[src/hw/rtl/ctus_pkg.sv]
// shared types, constants and helper functions for the civil time to unix seconds core
`default_nettype none

package ctus_pkg;

   localparam int unsigned YEAR_W      = 14;
   localparam int unsigned FIELD_W     = 7;
   localparam int unsigned DOY_W       = 9;
   localparam int unsigned TOD_W       = 19;
   localparam int unsigned DAYS_W      = 24;
   localparam int unsigned SECS_W      = 32;

   // shift the year so the march-based year stays positive
   localparam int unsigned YEAR_BIAS   = 400;
   // days to 1970-01-01 from year zero plus the 400 year shift plus the day-one offset
   localparam int unsigned DAY_BIAS    = 865566;
   localparam int unsigned SEC_PER_DAY = 86400;
   localparam int unsigned SEC_PER_HR  = 3600;
   localparam int unsigned SEC_PER_MIN = 60;
   // floor(x / 25) = (x * 5243) >> 17 for x below 43690
   localparam int unsigned DIV25_MUL   = 5243;
   localparam int unsigned DIV25_SHIFT = 17;

   typedef struct packed {
      logic [15:0] year_bcd;
      logic [7:0]  month_bcd;
      logic [7:0]  day_bcd;
      logic [7:0]  hour_bcd;
      logic [7:0]  minute_bcd;
      logic [7:0]  second_bcd;
   } ctus_req_type;

   typedef struct packed {
      logic [31:0] unix_seconds;
      logic        bad_digit;
   } ctus_rsp_type;

   // decoded binary fields
   typedef struct packed {
      logic               bad;
      logic [YEAR_W-1:0]  year;
      logic [FIELD_W-1:0] month;
      logic [FIELD_W-1:0] day;
      logic [FIELD_W-1:0] hour;
      logic [FIELD_W-1:0] minute;
      logic [FIELD_W-1:0] second;
   } ctus_dec_type;

   // day count and time of day
   typedef struct packed {
      logic                     bad;
      logic signed [DAYS_W-1:0] days;
      logic [TOD_W-1:0]         tod;
   } ctus_days_type;

   // month carry folded with the march-based year shift
   typedef struct packed {
      logic signed [4:0] year_adj;
      logic [DOY_W-1:0]  doy_base;
   } ctus_mon_type;

   function automatic logic nib_bad(input logic [3:0] nib);
      return nib > 4'd9;
   endfunction

   function automatic logic [FIELD_W-1:0] bcd2_value(input logic [7:0] v);
      return FIELD_W'(8'(v[7:4]) * 8'd10 + 8'(v[3:0]));
   endfunction

   function automatic logic [YEAR_W-1:0] bcd4_value(input logic [15:0] v);
      return YEAR_W'(16'(v[15:12]) * 16'd1000 + 16'(v[11:8]) * 16'd100
                   + 16'(v[7:4]) * 16'd10 + 16'(v[3:0]));
   endfunction

   // month 0..99 -> year adjustment and day of march-based year of the 1st
   function automatic ctus_mon_type mon_norm(input logic [FIELD_W-1:0] mon);
      ctus_mon_type r;
      logic [3:0]   carry;
      logic [6:0]   mi_wide;
      logic [3:0]   mi;
      carry = 4'd0;
      for (int k = 1; k <= 8; k++) begin
         if (mon >= 7'(12 * k + 1)) begin
            carry = carry + 4'd1;
         end
      end
      mi_wide = mon - 7'd1 - 7'(carry) * 7'd12;
      mi      = mi_wide[3:0];
      if (mon == '0) begin
         mi = 4'd11;
      end
      r.year_adj = (mon == '0) ? -5'sd1 : $signed({1'b0, carry});
      if (mi < 4'd2) begin
         r.year_adj = r.year_adj - 5'sd1;
      end
      case (mi)
         4'd0:    r.doy_base = 9'd306;
         4'd1:    r.doy_base = 9'd337;
         4'd2:    r.doy_base = 9'd0;
         4'd3:    r.doy_base = 9'd31;
         4'd4:    r.doy_base = 9'd61;
         4'd5:    r.doy_base = 9'd92;
         4'd6:    r.doy_base = 9'd122;
         4'd7:    r.doy_base = 9'd153;
         4'd8:    r.doy_base = 9'd184;
         4'd9:    r.doy_base = 9'd214;
         4'd10:   r.doy_base = 9'd245;
         4'd11:   r.doy_base = 9'd275;
         default: r.doy_base = 9'd0;
      endcase
      return r;
   endfunction

endpackage

`default_nettype wire

[src/hw/rtl/ctus_decode.sv]
// bcd decode stage with digit check
`default_nettype none

module ctus_decode (
   input  wire logic                  clock,
   input  wire logic                  reset,
   input  wire logic                  in_valid,
   output logic                       in_ready,
   input  wire ctus_pkg::ctus_req_type in_data,
   output logic                       out_valid,
   input  wire logic                  out_ready,
   output ctus_pkg::ctus_dec_type     out_data
);
   import ctus_pkg::*;

   logic         valid_ff;
   logic         valid_in;
   ctus_dec_type data_ff;
   ctus_dec_type data_in;
   logic         en;

   assign en       = !valid_ff || out_ready;
   assign in_ready = en;
   assign valid_in = en ? in_valid : valid_ff;

   always_comb begin
      data_in.bad = nib_bad(in_data.year_bcd[15:12]) || nib_bad(in_data.year_bcd[11:8])
                 || nib_bad(in_data.year_bcd[7:4])   || nib_bad(in_data.year_bcd[3:0])
                 || nib_bad(in_data.month_bcd[7:4])  || nib_bad(in_data.month_bcd[3:0])
                 || nib_bad(in_data.day_bcd[7:4])    || nib_bad(in_data.day_bcd[3:0])
                 || nib_bad(in_data.hour_bcd[7:4])   || nib_bad(in_data.hour_bcd[3:0])
                 || nib_bad(in_data.minute_bcd[7:4]) || nib_bad(in_data.minute_bcd[3:0])
                 || nib_bad(in_data.second_bcd[7:4]) || nib_bad(in_data.second_bcd[3:0]);
      data_in.year   = bcd4_value(in_data.year_bcd);
      data_in.month  = bcd2_value(in_data.month_bcd);
      data_in.day    = bcd2_value(in_data.day_bcd);
      data_in.hour   = bcd2_value(in_data.hour_bcd);
      data_in.minute = bcd2_value(in_data.minute_bcd);
      data_in.second = bcd2_value(in_data.second_bcd);
   end

   always_ff @(posedge clock) begin
      if (reset) begin
         valid_ff <= 1'b0;
      end else begin
         valid_ff <= valid_in;
      end
   end

   always_ff @(posedge clock) begin
      if (en && in_valid) begin
         data_ff <= data_in;
      end
   end

   assign out_valid = valid_ff;
   assign out_data  = data_ff;

endmodule

`default_nettype wire

[src/hw/rtl/ctus_calendar.sv]
// three-stage days-from-civil pipeline with time of day
`default_nettype none

module ctus_calendar (
   input  wire logic                  clock,
   input  wire logic                  reset,
   input  wire logic                  in_valid,
   output logic                       in_ready,
   input  wire ctus_pkg::ctus_dec_type in_data,
   output logic                       out_valid,
   input  wire logic                  out_ready,
   output ctus_pkg::ctus_days_type    out_data
);
   import ctus_pkg::*;

   typedef struct packed {
      logic               bad;
      logic [YEAR_W-1:0]  yr;
      logic [DOY_W-1:0]   dayoff;
      logic [TOD_W-1:0]   tod;
   } norm_type;

   typedef struct packed {
      logic               bad;
      logic [21:0]        y365;
      logic [11:0]        y4;
      logic [6:0]         q100;
      logic [4:0]         q400;
      logic [DOY_W-1:0]   dayoff;
      logic [TOD_W-1:0]   tod;
   } parts_type;

   logic          v2_ff, v3_ff, v4_ff;
   logic          en2, en3, en4;
   norm_type      s2_ff, s2_in;
   parts_type     s3_ff, s3_in;
   ctus_days_type s4_ff, s4_in;
   ctus_mon_type  mon;
   logic [15:0]   yr_wide;
   logic [23:0]   p100;
   logic [21:0]   p400;

   assign en4      = !v4_ff || out_ready;
   assign en3      = !v3_ff || en4;
   assign en2      = !v2_ff || en3;
   assign in_ready = en2;

   // month carry, march-based year and time of day
   always_comb begin
      mon          = mon_norm(in_data.month);
      yr_wide      = 16'(in_data.year) + 16'(YEAR_BIAS) + {{11{mon.year_adj[4]}}, mon.year_adj};
      s2_in.bad    = in_data.bad;
      s2_in.yr     = yr_wide[YEAR_W-1:0];
      s2_in.dayoff = DOY_W'(in_data.day) + mon.doy_base;
      s2_in.tod    = TOD_W'(in_data.hour) * TOD_W'(SEC_PER_HR)
                   + TOD_W'(in_data.minute) * TOD_W'(SEC_PER_MIN)
                   + TOD_W'(in_data.second);
   end

   // year length terms, leap corrections through reciprocal multiply
   always_comb begin
      p100         = 24'(s2_ff.yr[YEAR_W-1:2]) * 24'(DIV25_MUL);
      p400         = 22'(s2_ff.yr[YEAR_W-1:4]) * 22'(DIV25_MUL);
      s3_in.bad    = s2_ff.bad;
      s3_in.y365   = 22'(s2_ff.yr) * 22'd365;
      s3_in.y4     = s2_ff.yr[YEAR_W-1:2];
      s3_in.q100   = p100[DIV25_SHIFT+6:DIV25_SHIFT];
      s3_in.q400   = p400[DIV25_SHIFT+4:DIV25_SHIFT];
      s3_in.dayoff = s2_ff.dayoff;
      s3_in.tod    = s2_ff.tod;
   end

   // day count relative to the epoch
   always_comb begin
      s4_in.bad  = s3_ff.bad;
      s4_in.days = $signed(24'(s3_ff.y365) + 24'(s3_ff.y4) - 24'(s3_ff.q100)
                 + 24'(s3_ff.q400) + 24'(s3_ff.dayoff) - 24'(DAY_BIAS));
      s4_in.tod  = s3_ff.tod;
   end

   always_ff @(posedge clock) begin
      if (reset) begin
         v2_ff <= 1'b0;
         v3_ff <= 1'b0;
         v4_ff <= 1'b0;
      end else begin
         if (en2) v2_ff <= in_valid;
         if (en3) v3_ff <= v2_ff;
         if (en4) v4_ff <= v3_ff;
      end
   end

   always_ff @(posedge clock) begin
      if (en2 && in_valid) s2_ff <= s2_in;
      if (en3 && v2_ff)    s3_ff <= s3_in;
      if (en4 && v3_ff)    s4_ff <= s4_in;
   end

   assign out_valid = v4_ff;
   assign out_data  = s4_ff;

endmodule

`default_nettype wire

[src/hw/rtl/ctus_scale.sv]
// day count to seconds, output register
`default_nettype none

module ctus_scale (
   input  wire logic                   clock,
   input  wire logic                   reset,
   input  wire logic                   in_valid,
   output logic                        in_ready,
   input  wire ctus_pkg::ctus_days_type in_data,
   output logic                        out_valid,
   input  wire logic                   out_ready,
   output ctus_pkg::ctus_rsp_type      out_data
);
   import ctus_pkg::*;

   logic                valid_ff;
   ctus_rsp_type        data_ff;
   ctus_rsp_type        data_in;
   logic [SECS_W-1:0]   days_ext;
   logic                en;

   assign en       = !valid_ff || out_ready;
   assign in_ready = en;
   assign days_ext = SECS_W'(in_data.days);

   always_comb begin
      data_in.bad_digit    = in_data.bad;
      data_in.unix_seconds = in_data.bad ? '0
                           : days_ext * SECS_W'(SEC_PER_DAY) + SECS_W'(in_data.tod);
   end

   always_ff @(posedge clock) begin
      if (reset) begin
         valid_ff <= 1'b0;
      end else if (en) begin
         valid_ff <= in_valid;
      end
   end

   always_ff @(posedge clock) begin
      if (en && in_valid) begin
         data_ff <= data_in;
      end
   end

   assign out_valid = valid_ff;
   assign out_data  = data_ff;

endmodule

`default_nettype wire

[src/hw/rtl/civil_time_to_unix_seconds_core.sv]
// top level of the civil time to unix seconds converter
`default_nettype none

// converts a bcd timestamp yyyymmddhhmmss into seconds since 1970-01-01 utc,
// wrapped to 32 bits. the month carries into the year (month 00 is december
// of the year before, 13 and up roll forward); day, hour, minute and second
// are added linearly so out-of-range values spill into later units. any
// nibble above nine sets bad_digit and forces unix_seconds to zero.
// throughput is one item per clock while rsp_ready is high; each item passes
// through bcd decode, month normalization and time of day, year terms with
// reciprocal-multiply leap corrections, day count, and the final multiply
// by 86400 into the output register. every stage has its own valid bit and
// advances whenever the stage after it is empty or moving, so bubbles close
// up and a stalled rsp side backs up without loss.

module civil_time_to_unix_seconds_core (
   input  wire logic                  clock,
   input  wire logic                  reset,
   // request channel
   input  wire logic                  req_valid,
   output logic                       req_ready,
   input  wire ctus_pkg::ctus_req_type req_data,
   // result channel
   output logic                       rsp_valid,
   input  wire logic                  rsp_ready,
   output ctus_pkg::ctus_rsp_type     rsp_data
);
   import ctus_pkg::*;

   // decode to calendar
   logic          dec_valid;
   logic          dec_ready;
   ctus_dec_type  dec_data;

   // calendar to scaling
   logic          days_valid;
   logic          days_ready;
   ctus_days_type days_data;

   // stage 1: bcd to binary, digit check
   ctus_decode u_decode (
      .clock     (clock),
      .reset     (reset),
      .in_valid  (req_valid),
      .in_ready  (req_ready),
      .in_data   (req_data),
      .out_valid (dec_valid),
      .out_ready (dec_ready),
      .out_data  (dec_data)
   );

   // stages 2 to 4: days since epoch
   ctus_calendar u_calendar (
      .clock     (clock),
      .reset     (reset),
      .in_valid  (dec_valid),
      .in_ready  (dec_ready),
      .in_data   (dec_data),
      .out_valid (days_valid),
      .out_ready (days_ready),
      .out_data  (days_data)
   );

   // stage 5: seconds, result register
   ctus_scale u_scale (
      .clock     (clock),
      .reset     (reset),
      .in_valid  (days_valid),
      .in_ready  (days_ready),
      .in_data   (days_data),
      .out_valid (rsp_valid),
      .out_ready (rsp_ready),
      .out_data  (rsp_data)
   );

endmodule

`default_nettype wire

[config.mk]
export PLATFORM = sky130hd
export DESIGN_NAME = civil_time_to_unix_seconds_core
export DESIGN_NICKNAME = d
export VERILOG_FILES = /design/src/hw/rtl/ctus_pkg.sv /design/src/hw/rtl/ctus_decode.sv /design/src/hw/rtl/ctus_calendar.sv /design/src/hw/rtl/ctus_scale.sv /design/src/hw/rtl/civil_time_to_unix_seconds_core.sv
export SDC_FILE = /design/constraint.sdc
export NUM_CORES = 1
export LEC_CHECK = 0
export ABC_AREA = 1
export BUFFER_PORTS_ARGS = -buffer_cell sky130_fd_sc_hd__buf_2
export CORE_ASPECT_RATIO = 0.6
export CORE_MARGIN = 4
export CORE_UTILIZATION = 58
export CTS_CLUSTER_SIZE = 10
export DETAILED_ROUTE_END_ITERATION = 10
export PLACE_DENSITY = 0.89
export SYNTH_ARGS = -nofsm -noshare
export SYNTH_HDL_FRONTEND = slang
export SYNTH_SLANG_ARGS = --single-unit
[constraint.sdc]
create_clock -name clock -period 6.87 [get_ports clock]
set_clock_uncertainty 0.1 [all_clocks]
set_input_delay 0.687 -clock clock [delete_from_list [all_inputs] [get_ports clock]]
set_output_delay 0.687 -clock clock [all_outputs]
set_load 0.02 [all_outputs]
==> flow_summary.json <==
{
  "cp_slowest_stage_delay_ns": 0.44,
  "synth_area_sq_um": 26180,
  "hold_buffers": 0,
  "gr-total-overflow": 0,
  "die_height_um": 172.6,
  "syn2layout_area_growth_pct": 11.49,
  "ant_nets": 0,
  "outcome": "complete, but fails checks",
  "synth_edf_count": 245,
  "port_buffers": 94,
  "final_common_cell": "inv_1",
  "avgSynthCellArea_sq_um": 9.650,
  "clkSlewWorstSetupHoldPaths_ns": 0.06,
  "grt_pass1_wl_mm": 99.57,
  "slew_headroom_pct": 16.91,
  "cts_buffers": 30,
  "gp_congestion": 0.9187,
  "yosys-top-cells-area": "edfxtp_1, ha_1, fa_1, inv_1, nand2_1",
  "cts_tree": "done",
  "io_pins": 95,
  "post-route-period-util_pct": 108.2,
  "synth_cell_types": 58,
  "worst_slew_pin_slew_ns": 1.243,
  "fin_hold_ws_ns": 0.1838,
  "setup_ws_ns": -0.5648,
  "maxCapViolCount": 0,
  "hpwlAfterDp_mm": 48.66,
  "cts_sinks": 250,
  "core_area_sq_um": 43920,
  "worstPathRequired_ns": 7.09,
  "postSynth.asyncResetShare_pct": 0,
  "r2r_start": "u_decode.out_data[29]",
  "rsz0062_at_grt": "true",
  "drc": 0,
  "drt-total-wl_mm": 62.00,
  "setup_violations": 3,
  "hold_viol": 0,
  "grt_max_degree": 51,
  "r2r_end": "u_calendar.s2_ff[41]",
  "crit_path_end_kind": "register",
  "ys_warn_count": 0,
  "r2r_cells": 50,
  "layout-drive-gt1-share_pct": 11.36,
  "cp_slowest_cell": "edfxtp_1",
  "drt_iter0_markers": 1805,
  "rows": 59,
  "cpMostUsedCell": "nand2_2",
  "cts_buffer_depth": 3,
  "min-delay-path-class": "in -> reg",
  "synthFlopType": "edfxtp_1",
  "min_to": "u_decode.out_data[7]",
  "fin_cells": 3502,
  "yosysTopAreaCellShare_pct": 28.10,
  "avgViaCountPerCell": 5.530,
  "violations": "negative setup slack",
  "yosys.area.top_type": "edfxtp_1",
  "finalCriticalPeriod_ns": 7.435,
  "place_inst": 3427,
  "mostFrequentLayoutCells": "inv_1, ha_1, nand2_1",
  "ff2ff_setup_slack_ns": -0.56,
  "vias": 19370,
  "firstDrtPassIters": 5,
  "layout.nets": 3629,
  "synthCells": 2713,
  "grt_pass1_vias": 20190,
  "avgRoutedWirePerCell_um": 17.70,
  "drv_slew": 0,
  "fmax_ghz": 0.1345,
  "synth_seq_area_share_pct": 28.48,
  "die-area_sq_um": 48710,
  "path_class": "reg -> reg",
  "initial_core_util_pct": 59.61,
  "die-width_um": 282.3,
  "critPathMaxFanout": 4,
  "hold_path.startpoint": "req_data[8]",
  "cts_root_buf": "clkbuf_16",
  "crit_arrival_ns": 7.65,
  "h-tree-depth": 1,
  "antenna_found_initial": 1,
  "critPathLaunchType": "register",
  "hold_depth": 1,
  "grt_usage_pct": 24.94,
  "clock_latency_ns": 0.58,
  "synth_seq_cells": 250,
  "syn_nets": 3437
}
[repair_timing]
| item | in CTS | in global routing |
|---|---|---|
| endpoints found under the setup margin | 4 | 8 |
| buffers inserted | 15 | 10 |
| pin swaps | 35 | 36 |
| resized for setup | 34 | 43 |
[state kept, by name (all words and copies together), names as in the netlist]
signal                count
u_calendar.s2_ff         43
u_decode.out_data        50
u_calendar.out_valid      1
u_calendar.s3_ff         75
u_scale.out_data         33
u_calendar.v2_ff          1
u_scale.out_valid         1
u_calendar.v3_ff          1
u_calendar.out_data      44
u_decode.out_valid        1
[worst max-delay path by stage]
stage                                     start              endpoint  depth (start not counted)
after floorplan           u_decode.out_data[29]  u_calendar.s2_ff[41]                         50
after detailed placement  u_decode.out_data[29]  u_calendar.s2_ff[41]                         48
after global routing      u_decode.out_data[29]  u_calendar.s2_ff[41]                         49
after CTS                 u_decode.out_data[29]  u_calendar.s2_ff[41]                         49
final                     u_decode.out_data[29]  u_calendar.s2_ff[41]                         50
after global placement    u_decode.out_data[29]  u_calendar.s2_ff[41]                         51
[logic make-up (layout without fill, tap and decap cells)]
kind of cell,Yosys count,after routing,synth area share [%]
AOI/OAI and AO/OA,345,345,7.264
xor gates and xnor gates,191,191,6.418
adders and majority gates,664,664,37.78
buffers and inverters,669,878,9.720
DFF,250,250,28.48
other,0,1,0
and+or+nand+nor,594,594,10.33
[cells in the mapped netlist, types with 5 or more instances]
master / number
nand2_1: 299
fa_1: 211
xnor2_1: 67
o21ai_1: 12
xor2_1: 123
nand3b_1: 5
ha_1: 453
nand4_1: 17
a21oi_1: 179
edfxtp_1: 245
nand2_2: 16
nand2_4: 8
nand3_1: 94
a21o_1: 8
o21bai_1: 14
nor3_1: 17
or2_2: 6
inv_1: 658
nand3_2: 8
a31oi_1: 10
o21ai_0: 88
dfxtp_1: 5
nor4_1: 6
o31ai_1: 7
nor2_1: 101
[final cells by class]
cell class / count / area (sq um)
repair buffers: 164 / 1018
multi-input cells: 1794 / 16570
clock buffers: 45 / 817.0
flip-flops and latches: 250 / 7457
well taps: 579 / 724.4
diodes: 1 / 2.502
inverters: 665 / 2527
clock inverters: 4 / 73.82
fillers: 3076 / 14730
[metrics by stage]
| step | setup slack (ns) | cell area [sq um] | utilization (%) | setup TNS, ns |
|---|---|---|---|---|
| final | -0.5648 | 29190 | 66.45 | -0.8929 |
| after global placement | -0.05217 | 27760 | 63.20 | -0.05217 |
| after floorplan | 0.01253 | 26230 | - | 0 |
| after global routing | -0.8583 | 29190 | 66.45 | -1.967 |
| after CTS | -0.09130 | 28910 | 65.83 | -0.1299 |
| after detailed placement | -0.4811 | 27760 | 63.20 | -0.8191 |
[metal layers]
metal / up-vias / global-route usage, % / share of wire (%)
met4: 0 / 5.972 / 2.6
met5: - / 0 / 0
met3: 150 / 5.323 / 8.2
li1: 9166 / - / -
met2: 832 / 40.83 / 46
met1: 9219 / 34.26 / 43
[worst max-delay path, delay by kind of cell (launching register included)]
family	cells	cell delay, ns
xor gates and xnor gates	2	0.37
DFF	1	0.44
adders and majority gates	7	1.90
and+or+nand+nor	21	2.25
AOI/OAI and AO/OA	9	1.31
buffers and inverters	11	0.81
Power is not shown: default switching activity piles up to over one toggle a cycle in this logic, so the estimate is an artifact.
